$ cat config.mk
export PLATFORM = sky130hd
export DESIGN_NAME = tomasulo_issue_stage
export DESIGN_NICKNAME = d
export VERILOG_FILES = /design/src/hw/rtl/tis_pkg.sv /design/src/hw/rtl/tomasulo_issue_stage.sv /design/src/hw/rtl/tis_ram.sv
export SDC_FILE = /design/constraint.sdc
export NUM_CORES = 1
export LEC_CHECK = 0
export BUFFER_PORTS_ARGS = -buffer_cell sky130_fd_sc_hd__buf_4
export CAP_MARGIN = 5
export CORE_ASPECT_RATIO = 1.1
export CORE_UTILIZATION = 35
export CTS_CLUSTER_SIZE = 12
export DETAILED_ROUTE_END_ITERATION = 16
export PLACE_DENSITY = 0.61
export SKIP_CTS_REPAIR_TIMING = 1
export SLEW_MARGIN = 5
export SYNTH_ARGS = -nofsm -noshare
export SYNTH_HDL_FRONTEND = slang
export SYNTH_SLANG_ARGS = --single-unit
$ cat constraint.sdc
create_clock -name clk -period 3.9 [get_ports clk]
set_input_delay 0.195 -clock clk [delete_from_list [all_inputs] [get_ports clk]]
set_output_delay 0.195 -clock clk [all_outputs]
set_load 0.005 [all_outputs]
$ cat src/hw/rtl/tis_pkg.sv
`default_nettype none
// ----------------------------------------------------------------------------
// tis_pkg
// Shared types, codes and helpers of the reservation station issue stage.
// ----------------------------------------------------------------------------
package tis_pkg;

	// Number of station slots that can exist; higher numbered stations are absent.
	localparam int StationSlots = 8;
	localparam int StationW     = 3;
	localparam int RegW         = 4;
	localparam int SeqW         = 16;

	// Register alias table is never deeper than the register fields can address.
	localparam int AliasMaxDepth = 16;

	typedef enum logic [2:0] {
		OP_ADD     = 3'd0,
		OP_SUB     = 3'd1,
		OP_MUL     = 3'd2,
		OP_DIV     = 3'd3,
		OP_RELEASE = 3'd4
	} opcode_t;

	typedef enum logic [1:0] {
		STAT_ISSUED   = 2'd0,
		STAT_STALLED  = 2'd1,
		STAT_RELEASED = 2'd2,
		STAT_INVALID  = 2'd3
	} status_t;

	typedef enum logic {
		FSM_RUN   = 1'b0,
		FSM_SWEEP = 1'b1
	} fsm_t;

	// One bit for every station with lo <= index < hi.
	function automatic logic [StationSlots-1:0] range_mask(input int lo, input int hi);
		logic [StationSlots-1:0] m;
		m = '0;
		for (int i = 0; i < StationSlots; i++) begin
			m[i] = (i >= lo) && (i < hi);
		end
		return m;
	endfunction

endpackage
`default_nettype wire

$ cat src/hw/rtl/tomasulo_issue_stage.sv
`default_nettype none
// ----------------------------------------------------------------------------
// tomasulo_issue_stage
// Issue stage of a reservation station scheduler with a register alias table.
// ----------------------------------------------------------------------------
// Usage. Items enter on the issue channel (issue_valid / issue_stall) and each
// item gives exactly one result on the result channel (result_valid /
// result_stall). An item is taken at a rising edge with valid high and stall
// low. An item is an instruction (add, sub, mult, div) or a station release.
// Both sources are read from the alias RAM at the accepting edge; the lookup
// stage then picks the station, resolves the sources and loads the result
// register. Throughput: instructions, stalled or invalid items flow at one
// item per cycle while the receiver does not stall; the alias RAM is read on
// acceptance and a write from the item ahead to the same entry is forwarded.
// A release blocks the input while it is in the lookup stage and then for a
// sweep, which reads every alias entry once and drops the entries naming the
// freed station. The sweep reads the entries one by one through read port a.
// Reset: all stations are free, every alias entry reads as "no producer",
// the instruction number restarts at zero and no sweep is pending.
// When the receiver stalls, the result register holds its item, the item in
// the lookup stage waits behind it and issue_stall rises; one more item can
// still be in flight while a result waits.
// ----------------------------------------------------------------------------
module tomasulo_issue_stage #(
	parameter int ADD_STATIONS = 4,
	parameter int MUL_STATIONS = 2,
	parameter int DIV_STATIONS = 2,
	parameter int NUM_REGS     = 16
) (
	input  wire logic       clk,
	input  wire logic       arst_n,

	input  wire logic       issue_valid,
	output logic            issue_stall,
	input  wire logic [2:0] opcode,
	input  wire logic [3:0] src1_reg,
	input  wire logic [3:0] src2_reg,
	input  wire logic [3:0] dest_reg,
	input  wire logic [2:0] release_station,

	output logic            result_valid,
	input  wire logic       result_stall,
	output logic [1:0]      status,
	output logic [2:0]      station,
	output logic            src1_ready,
	output logic [2:0]      src1_tag,
	output logic [3:0]      src1_value,
	output logic            src2_ready,
	output logic [2:0]      src2_tag,
	output logic [3:0]      src2_value,
	output logic [15:0]     inst_number
);

	import tis_pkg::*;

	// Only the first sixteen registers can be named, so the table stops there.
	localparam int AliasDepth = (NUM_REGS < AliasMaxDepth) ? NUM_REGS : AliasMaxDepth;
	localparam int AW         = (AliasDepth > 1) ? $clog2(AliasDepth) : 1;
	localparam int CW         = $clog2(AliasDepth + 1);

	localparam logic [StationSlots-1:0] AddMask =
		range_mask(0, ADD_STATIONS);
	localparam logic [StationSlots-1:0] MulMask =
		range_mask(ADD_STATIONS, ADD_STATIONS + MUL_STATIONS);
	localparam logic [StationSlots-1:0] DivMask =
		range_mask(ADD_STATIONS + MUL_STATIONS,
		           ADD_STATIONS + MUL_STATIONS + DIV_STATIONS);

	// Control state.
	fsm_t                    state_q, state_d;
	logic [StationSlots-1:0] busy_q;
	logic [AliasDepth-1:0]   alias_vld_q;
	logic [SeqW-1:0]         issue_cnt_q;
	logic [CW-1:0]           sweep_cnt_q;
	logic                    chk_valid_q;
	logic [AW-1:0]           chk_addr_q;
	logic [StationW-1:0]     rel_q;

	// Lookup stage.
	logic                    s1_valid_q;
	logic [2:0]              op_s1;
	logic [RegW-1:0]         src1_s1;
	logic [RegW-1:0]         src2_s1;
	logic [RegW-1:0]         dest_s1;
	logic [StationW-1:0]     rel_s1;
	logic                    fwd1_s1;
	logic                    fwd2_s1;
	logic [StationW-1:0]     fwd_data_s1;

	// Result register.
	logic                    out_valid_q;
	status_t                 status_q;
	logic [StationW-1:0]     station_q;
	logic                    rdy1_q, rdy2_q;
	logic [StationW-1:0]     tag1_q, tag2_q;
	logic [RegW-1:0]         val1_q, val2_q;
	logic [SeqW-1:0]         num_q;

	// Combinational.
	logic                    accept;
	logic                    in_ready;
	logic                    s1_adv;
	logic                    s1_release;
	logic                    sweep_read;
	logic                    sweep_clear;
	logic [StationSlots-1:0] class_mask;
	logic [StationSlots-1:0] free_vec;
	logic [StationW-1:0]     found;
	logic                    is_instr;
	logic                    issue_ok;
	status_t                 status_d;
	logic                    in_tbl1, in_tbl2, dest_in_tbl;
	logic [StationW-1:0]     alias1, alias2;
	logic                    pend1, pend2;
	logic                    ram_we;
	logic [AW-1:0]           ram_raddr_a;
	logic [StationW-1:0]     ram_rdata_a;
	logic [StationW-1:0]     ram_rdata_b;
	logic                    acc_in_tbl1, acc_in_tbl2;

	// ------------------------------------------------------------------
	// Handshakes
	// ------------------------------------------------------------------
	assign s1_adv     = s1_valid_q && (!out_valid_q || !result_stall);
	assign s1_release = (op_s1 == OP_RELEASE);
	// A release in the lookup stage keeps the input closed so the sweep
	// finishes before any later item reads the table.
	assign in_ready   = (state_q == FSM_RUN) && (!s1_valid_q || (s1_adv && !s1_release));
	assign issue_stall = !in_ready;
	assign accept      = issue_valid && in_ready;

	// ------------------------------------------------------------------
	// Alias RAM: holds the producing station of each register. Whether
	// an entry names a producer at all is kept in alias_vld_q.
	// ------------------------------------------------------------------
	assign sweep_read  = (state_q == FSM_SWEEP) && (sweep_cnt_q < CW'(AliasDepth));
	assign ram_raddr_a = accept ? src1_reg[AW-1:0] : sweep_cnt_q[AW-1:0];
	assign ram_we      = s1_adv && issue_ok && dest_in_tbl;

	tis_ram #(
		.WIDTH (StationW),
		.DEPTH (AliasDepth)
	) u_alias_ram (
		.clk     (clk),
		.we      (ram_we),
		.waddr   (dest_s1[AW-1:0]),
		.wdata   (found),
		.re_a    (accept || sweep_read),
		.raddr_a (ram_raddr_a),
		.rdata_a (ram_rdata_a),
		.re_b    (accept),
		.raddr_b (src2_reg[AW-1:0]),
		.rdata_b (ram_rdata_b)
	);

	assign acc_in_tbl1 = {1'b0, src1_reg} < (RegW + 1)'(AliasDepth);
	assign acc_in_tbl2 = {1'b0, src2_reg} < (RegW + 1)'(AliasDepth);

	// ------------------------------------------------------------------
	// Lookup stage register
	// ------------------------------------------------------------------
	always_ff @(posedge clk or negedge arst_n) begin
		if (!arst_n) begin
			s1_valid_q <= 1'b0;
		end else if (accept) begin
			s1_valid_q <= 1'b1;
		end else if (s1_adv) begin
			s1_valid_q <= 1'b0;
		end
	end

	// The item ahead writes its destination at the edge this item reads its
	// sources; the RAM returns the old entry, so the new one is forwarded.
	always_ff @(posedge clk) begin
		if (accept) begin
			op_s1       <= opcode;
			src1_s1     <= src1_reg;
			src2_s1     <= src2_reg;
			dest_s1     <= dest_reg;
			rel_s1      <= release_station;
			fwd1_s1     <= ram_we && acc_in_tbl1 && (dest_s1[AW-1:0] == src1_reg[AW-1:0]);
			fwd2_s1     <= ram_we && acc_in_tbl2 && (dest_s1[AW-1:0] == src2_reg[AW-1:0]);
			fwd_data_s1 <= found;
		end
	end

	// ------------------------------------------------------------------
	// Station choice and source resolution
	// ------------------------------------------------------------------
	always_comb begin
		class_mask = '0;
		is_instr   = 1'b0;
		case (op_s1)
			OP_ADD, OP_SUB: begin
				class_mask = AddMask;
				is_instr   = 1'b1;
			end
			OP_MUL: begin
				class_mask = MulMask;
				is_instr   = 1'b1;
			end
			OP_DIV: begin
				class_mask = DivMask;
				is_instr   = 1'b1;
			end
			default: begin
				class_mask = '0;
				is_instr   = 1'b0;
			end
		endcase

		// Lowest free station of the class wins.
		free_vec = class_mask & ~busy_q;
		found    = '0;
		for (int i = StationSlots - 1; i >= 0; i--) begin
			if (free_vec[i]) begin
				found = StationW'(i);
			end
		end
		issue_ok = is_instr && (|free_vec);

		case (op_s1)
			OP_ADD, OP_SUB, OP_MUL, OP_DIV: status_d = (|free_vec) ? STAT_ISSUED : STAT_STALLED;
			OP_RELEASE:                     status_d = STAT_RELEASED;
			default:                        status_d = STAT_INVALID;
		endcase
	end

	assign in_tbl1     = {1'b0, src1_s1} < (RegW + 1)'(AliasDepth);
	assign in_tbl2     = {1'b0, src2_s1} < (RegW + 1)'(AliasDepth);
	assign dest_in_tbl = {1'b0, dest_s1} < (RegW + 1)'(AliasDepth);
	assign alias1      = fwd1_s1 ? fwd_data_s1 : ram_rdata_a;
	assign alias2      = fwd2_s1 ? fwd_data_s1 : ram_rdata_b;
	assign pend1       = in_tbl1 && alias_vld_q[src1_s1[AW-1:0]];
	assign pend2       = in_tbl2 && alias_vld_q[src2_s1[AW-1:0]];

	// ------------------------------------------------------------------
	// Result register
	// ------------------------------------------------------------------
	always_ff @(posedge clk or negedge arst_n) begin
		if (!arst_n) begin
			out_valid_q <= 1'b0;
		end else if (s1_adv) begin
			out_valid_q <= 1'b1;
		end else if (!result_stall) begin
			out_valid_q <= 1'b0;
		end
	end

	always_ff @(posedge clk) begin
		if (s1_adv) begin
			status_q  <= status_d;
			station_q <= issue_ok ? found : (s1_release ? rel_s1 : '0);
			rdy1_q    <= issue_ok && !pend1;
			tag1_q    <= (issue_ok && pend1) ? alias1 : '0;
			val1_q    <= (issue_ok && !pend1) ? src1_s1 : '0;
			rdy2_q    <= issue_ok && !pend2;
			tag2_q    <= (issue_ok && pend2) ? alias2 : '0;
			val2_q    <= (issue_ok && !pend2) ? src2_s1 : '0;
			num_q     <= issue_ok ? issue_cnt_q : '0;
		end
	end

	assign result_valid = out_valid_q;
	assign status       = status_q;
	assign station      = station_q;
	assign src1_ready   = rdy1_q;
	assign src1_tag     = tag1_q;
	assign src1_value   = val1_q;
	assign src2_ready   = rdy2_q;
	assign src2_tag     = tag2_q;
	assign src2_value   = val2_q;
	assign inst_number  = num_q;

	// ------------------------------------------------------------------
	// Station table, alias valid bits and instruction counter
	// ------------------------------------------------------------------
	assign sweep_clear = chk_valid_q && alias_vld_q[chk_addr_q] && (ram_rdata_a == rel_q);

	always_ff @(posedge clk or negedge arst_n) begin
		if (!arst_n) begin
			busy_q      <= '0;
			alias_vld_q <= '0;
			issue_cnt_q <= '0;
		end else begin
			if (s1_adv && issue_ok) begin
				busy_q[found] <= 1'b1;
				issue_cnt_q   <= issue_cnt_q + SeqW'(1);
			end else if (s1_adv && s1_release) begin
				busy_q[rel_s1] <= 1'b0;
			end
			if (ram_we) begin
				alias_vld_q[dest_s1[AW-1:0]] <= 1'b1;
			end else if (sweep_clear) begin
				alias_vld_q[chk_addr_q] <= 1'b0;
			end
		end
	end

	// ------------------------------------------------------------------
	// Release sweep: read each alias entry, check it in the following cycle.
	// ------------------------------------------------------------------
	always_comb begin
		state_d = state_q;
		case (state_q)
			FSM_RUN: begin
				if (s1_adv && s1_release) begin
					state_d = FSM_SWEEP;
				end
			end
			FSM_SWEEP: begin
				if (sweep_cnt_q == CW'(AliasDepth)) begin
					state_d = FSM_RUN;
				end
			end
			default: begin
				state_d = FSM_RUN;
			end
		endcase
	end

	always_ff @(posedge clk or negedge arst_n) begin
		if (!arst_n) begin
			state_q     <= FSM_RUN;
			sweep_cnt_q <= '0;
			chk_valid_q <= 1'b0;
		end else begin
			state_q     <= state_d;
			chk_valid_q <= sweep_read;
			if (state_q == FSM_RUN) begin
				sweep_cnt_q <= '0;
			end else if (sweep_cnt_q != CW'(AliasDepth)) begin
				sweep_cnt_q <= sweep_cnt_q + CW'(1);
			end
		end
	end

	always_ff @(posedge clk) begin
		chk_addr_q <= sweep_cnt_q[AW-1:0];
		if (s1_adv && s1_release) begin
			rel_q <= rel_s1;
		end
	end

	// ------------------------------------------------------------------
	// Assertions
	// ------------------------------------------------------------------
	// A pending source always names a station that is still busy.
	a_tag1_busy: assert property (@(posedge clk) disable iff (!arst_n)
		(s1_adv && issue_ok && pend1) |-> busy_q[alias1])
		else $error("source 1 names a free station");

	a_tag2_busy: assert property (@(posedge clk) disable iff (!arst_n)
		(s1_adv && issue_ok && pend2) |-> busy_q[alias2])
		else $error("source 2 names a free station");

	// The sweep has a fixed length.
	a_sweep_len: assert property (@(posedge clk) disable iff (!arst_n)
		$rose(state_q == FSM_SWEEP) |-> ##(AliasDepth + 1) (state_q == FSM_RUN))
		else $error("alias sweep length wrong");

	// No table write may race the sweep.
	a_no_write_in_sweep: assert property (@(posedge clk) disable iff (!arst_n)
		(state_q == FSM_SWEEP) |-> (!ram_we && !s1_valid_q))
		else $error("alias write during sweep");

	// Instruction numbers advance once per issued instruction.
	a_count_step: assert property (@(posedge clk) disable iff (!arst_n)
		(s1_adv && issue_ok) |=> (issue_cnt_q == $past(issue_cnt_q) + SeqW'(1)))
		else $error("instruction number did not advance");

endmodule
`default_nettype wire

$ cat src/hw/rtl/tis_ram.sv
`default_nettype none
// ----------------------------------------------------------------------------
// tis_ram
// Generic RAM with one write port and two registered read ports.
// ----------------------------------------------------------------------------
module tis_ram #(
	parameter int WIDTH = 3,
	parameter int DEPTH = 16,
	localparam int AW   = (DEPTH > 1) ? $clog2(DEPTH) : 1
) (
	input  wire logic             clk,
	input  wire logic             we,
	input  wire logic [AW-1:0]    waddr,
	input  wire logic [WIDTH-1:0] wdata,
	input  wire logic             re_a,
	input  wire logic [AW-1:0]    raddr_a,
	output logic      [WIDTH-1:0] rdata_a,
	input  wire logic             re_b,
	input  wire logic [AW-1:0]    raddr_b,
	output logic      [WIDTH-1:0] rdata_b
);

	logic [WIDTH-1:0] mem_q [DEPTH];

	// A read in the cycle of a write to the same entry returns the old data.
	always_ff @(posedge clk) begin
		if (we) begin
			mem_q[waddr] <= wdata;
		end
		if (re_a) begin
			rdata_a <= mem_q[raddr_a];
		end
		if (re_b) begin
			rdata_b <= mem_q[raddr_b];
		end
	end

endmodule
`default_nettype wire
==> summary.txt <==
Syn Nets = 545
Post-Syn Area = 7660 sq um
ratio of final minimum period to clock period = 86.7%
DR DRC count = 0
gr usage total = 16.9%
Final Hold Violating Endpoints = 0
die area = 22500 sq um
R2R setup slack = 0.52 ns
clk sinks = 170
RR Endpoint = u_alias_ram.rdata_a[2]$_DFFE_PP_
CP Data Arrival Time = 3.56 ns
Sequential cell area = 4820 sq um
largest net degree at the start of global routing = 50
PD cells = 628 nW/um^2
Rows = 56
sequential share of the synthesized area = 63.0%
global placement routability congestion = 0.954
fraction of layout cells with a size suffix above 1 = 22.2%
htree depth = 4
chip width = 143 um
Fin Setup TNS = 0 ns
number of synthesized flops with an enable pin = 117
initial antenna violation count = 0
ys flop type = edfxtp_1
Tot Pwr = 5.71 mW
CP bufs+invs = 1
Max VDD drop = 340 uV
I/O Buffers = 60
height of the die = 157 um
final instance area = 9100 sq um
ant diodes = 0
Area contributors post-synth = edfxtp_1 46%, dfrtp_1 16%, mux4_2 8.5%, mux2i_1 4.8%, xnor2_1 3.1%
RSZ-0062 raised after global routing = false
Layout Skew = 0.0178 ns
Layout fillers = 1927
Yosys warning total = 0
status = finished clean
hold path start = src1_reg[1]
root buf cell = clkbuf_16
Worst Setup End Kind = flop
RR Startpoint = op_s1[2]$_DFFE_PN_
HPWL reported at the end of detailed placement = 13.2 mm
placed instance area = 8430 sq um
worst setup path class = flop to flop
top cell family by delay on the critical path = simple AND/OR/NAND/NOR gates
critical path's slowest cell = mux2i_1
routed vias/inst = 5.22
vias in the first global route = 4738
hold path depth = 1
Clock Tree Buf Depth = 2
Pre-antenna DRT Iters = 5
Post-Synthesis Cells = 520
Layout area overhead = 18.8%
count leader, synth = edfxtp_1
Slew Viols, Final = 0
cell breakdown of the critical path = nor4bb_4 > nor4b_4 > buf_4 > mux2i_1 > o32ai_1 > or4_1
initial drt markers = 348
clk_lat worst skew = 0.43 ns
endpoints failing setup = 0
WP data required = 4.08 ns
area leader, netlist = edfxtp_1
R2R cell count = 6
Synth Register Bits = 170
Core ar. = 21400 sq um
TritonCTS clock tree = yes
Worst-Margin Slew = 1.10 ns
clock-pin slew on the worst setup and hold paths = 0.07 ns
Worst Path Max Fanout = 14
WL per Instance = 19.7 um
worst relative slew slack = 25.8%
first-pass GRT wire length = 27.4 mm
Final Critical Period = 3.38 ns
startpoint types = flop
Achievable Freq = 0.296 GHz
ys async rst share = 28.8%
Synth top area share = 45.9%
static leakage = 3.48 nW
CP peak stage delay = 0.87 ns
maxcap violations = 0
Remaining Overflow, GRT = 0
hold path endpoint = src1_s1[1]$_DFFE_PN_
vias = 4705
# nets final = 624
clock buffer count from CTS = 17
I/O pin count = 61
initial core utilization = 35.8%
Synth top cells by count = 117 x edfxtp_1, 49 x dfrtp_1, 37 x mux2i_1
worst hold path type = primary input to flop
Detail Route Antenna Nets = 0
multi-input logic area = 2720 sq um
average size of a mapped cell = 14.7 sq um
post-synth cell types = 49
DRT Wirelength = 17.8 mm
==> kinds of logic after synthesis <==
logic type	count (synthesis)	synth area share [%]
and+or+nand+nor	156	11.4
adders and majority gates	3	0.490
AOI/OAI and AO/OA	61	5.61
DFF	170	63.0
xor gates and xnor gates	30	3.43
muxes	72	14.4
buffers and inverters	28	1.70
==> cell type report <==
class | count | share of cell area (%)
Clock inverter | 14 | 1.27
Tap cell | 290 | 3.99
Timing Repair Buffer | 79 | 6.85
Sequential cell | 170 | 53.0
Multi-Input combinational cell | 322 | 29.8
Inverter | 9 | 0.371
Clock buffer | 18 | 4.72
==> stage by stage <==
stage | hold slack [ns] | util (%) | instances | setup WS [ns]
global route | 0.00104 | 42.6 | 902 | 0.334
global placement | 0.261 | 39.5 | 858 | 0.582
finish | 0.0206 | 42.6 | 902 | 0.519
detailed placement | 0.278 | 39.5 | 858 | 0.544
floorplan | -0.101 | - | 520 | 1.08
CTS | -0.180 | 42.0 | 890 | 0.533
==> flip-flops by register name (all words and copies together), names as in the netlist, 2 cells and up <==
name / count
u_alias_ram.rdata_b: 3
chk_addr_q: 4
u_alias_ram.mem_q: 48
rel_q: 3
src2_s1: 4
src2_tag: 3
fwd_data_s1: 3
busy_q: 8
station: 3
dest_s1: 4
inst_number: 16
status: 2
src2_value: 4
src1_s1: 4
sweep_cnt_q: 5
op_s1: 3
alias_vld_q: 16
src1_value: 4
u_alias_ram.rdata_a: 3
src1_tag: 3
issue_cnt_q: 16
rel_s1: 3
==> cell usage in the layout (no fill, tap or decap), drive strengths merged, types with 12 or more instances in the layout <==
master | synthesis | routed
edfxtp | 117 | 117
buf | 7 | 67
dfrtp | 49 | 49
mux2i | 38 | 38
and2 | 34 | 34
mux4 | 29 | 29
nand2 | 27 | 27
xnor2 | 27 | 27
nor2 | 23 | 23
clkbuf | 12 | 18
o21ai | 16 | 16
inv | 9 | 15
nand3 | 12 | 12
dlygate4sd3 | 0 | 12
==> worst max path at each step <==
stage,slack [ns],start,to,depth (start not counted)
2_1_floorplan,1.08,op_s1[2]$_DFFE_PN_,u_alias_ram.rdata_a[0]$_DFFE_PP_,8
3_3_place_gp,0.58,op_s1[2]$_DFFE_PN_,u_alias_ram.rdata_a[2]$_DFFE_PP_,6
3_5_place_dp,0.54,op_s1[2]$_DFFE_PN_,u_alias_ram.rdata_a[2]$_DFFE_PP_,6
4_1_cts,0.53,op_s1[2]$_DFFE_PN_,u_alias_ram.rdata_a[2]$_DFFE_PP_,6
5_1_grt,0.33,op_s1[2]$_DFFE_PN_,u_alias_ram.rdata_a[0]$_DFFE_PP_,6
6_report,0.52,op_s1[2]$_DFFE_PN_,u_alias_ram.rdata_a[2]$_DFFE_PP_,6
==> per-layer routing <==
metal	share of wire (%)	GRT usage, %
met5	0	0
met4	2.2	6.30
met3	5.1	3.83
met2	50	28.4
met1	42	21.1
==> where the power goes <==
group          switching, mW  internal (mW)
clock                  0.730          0.830
sequential             0.367           2.38
combinational          0.689          0.713
total                   1.78           3.93
(Power assumes the default switching activity.)
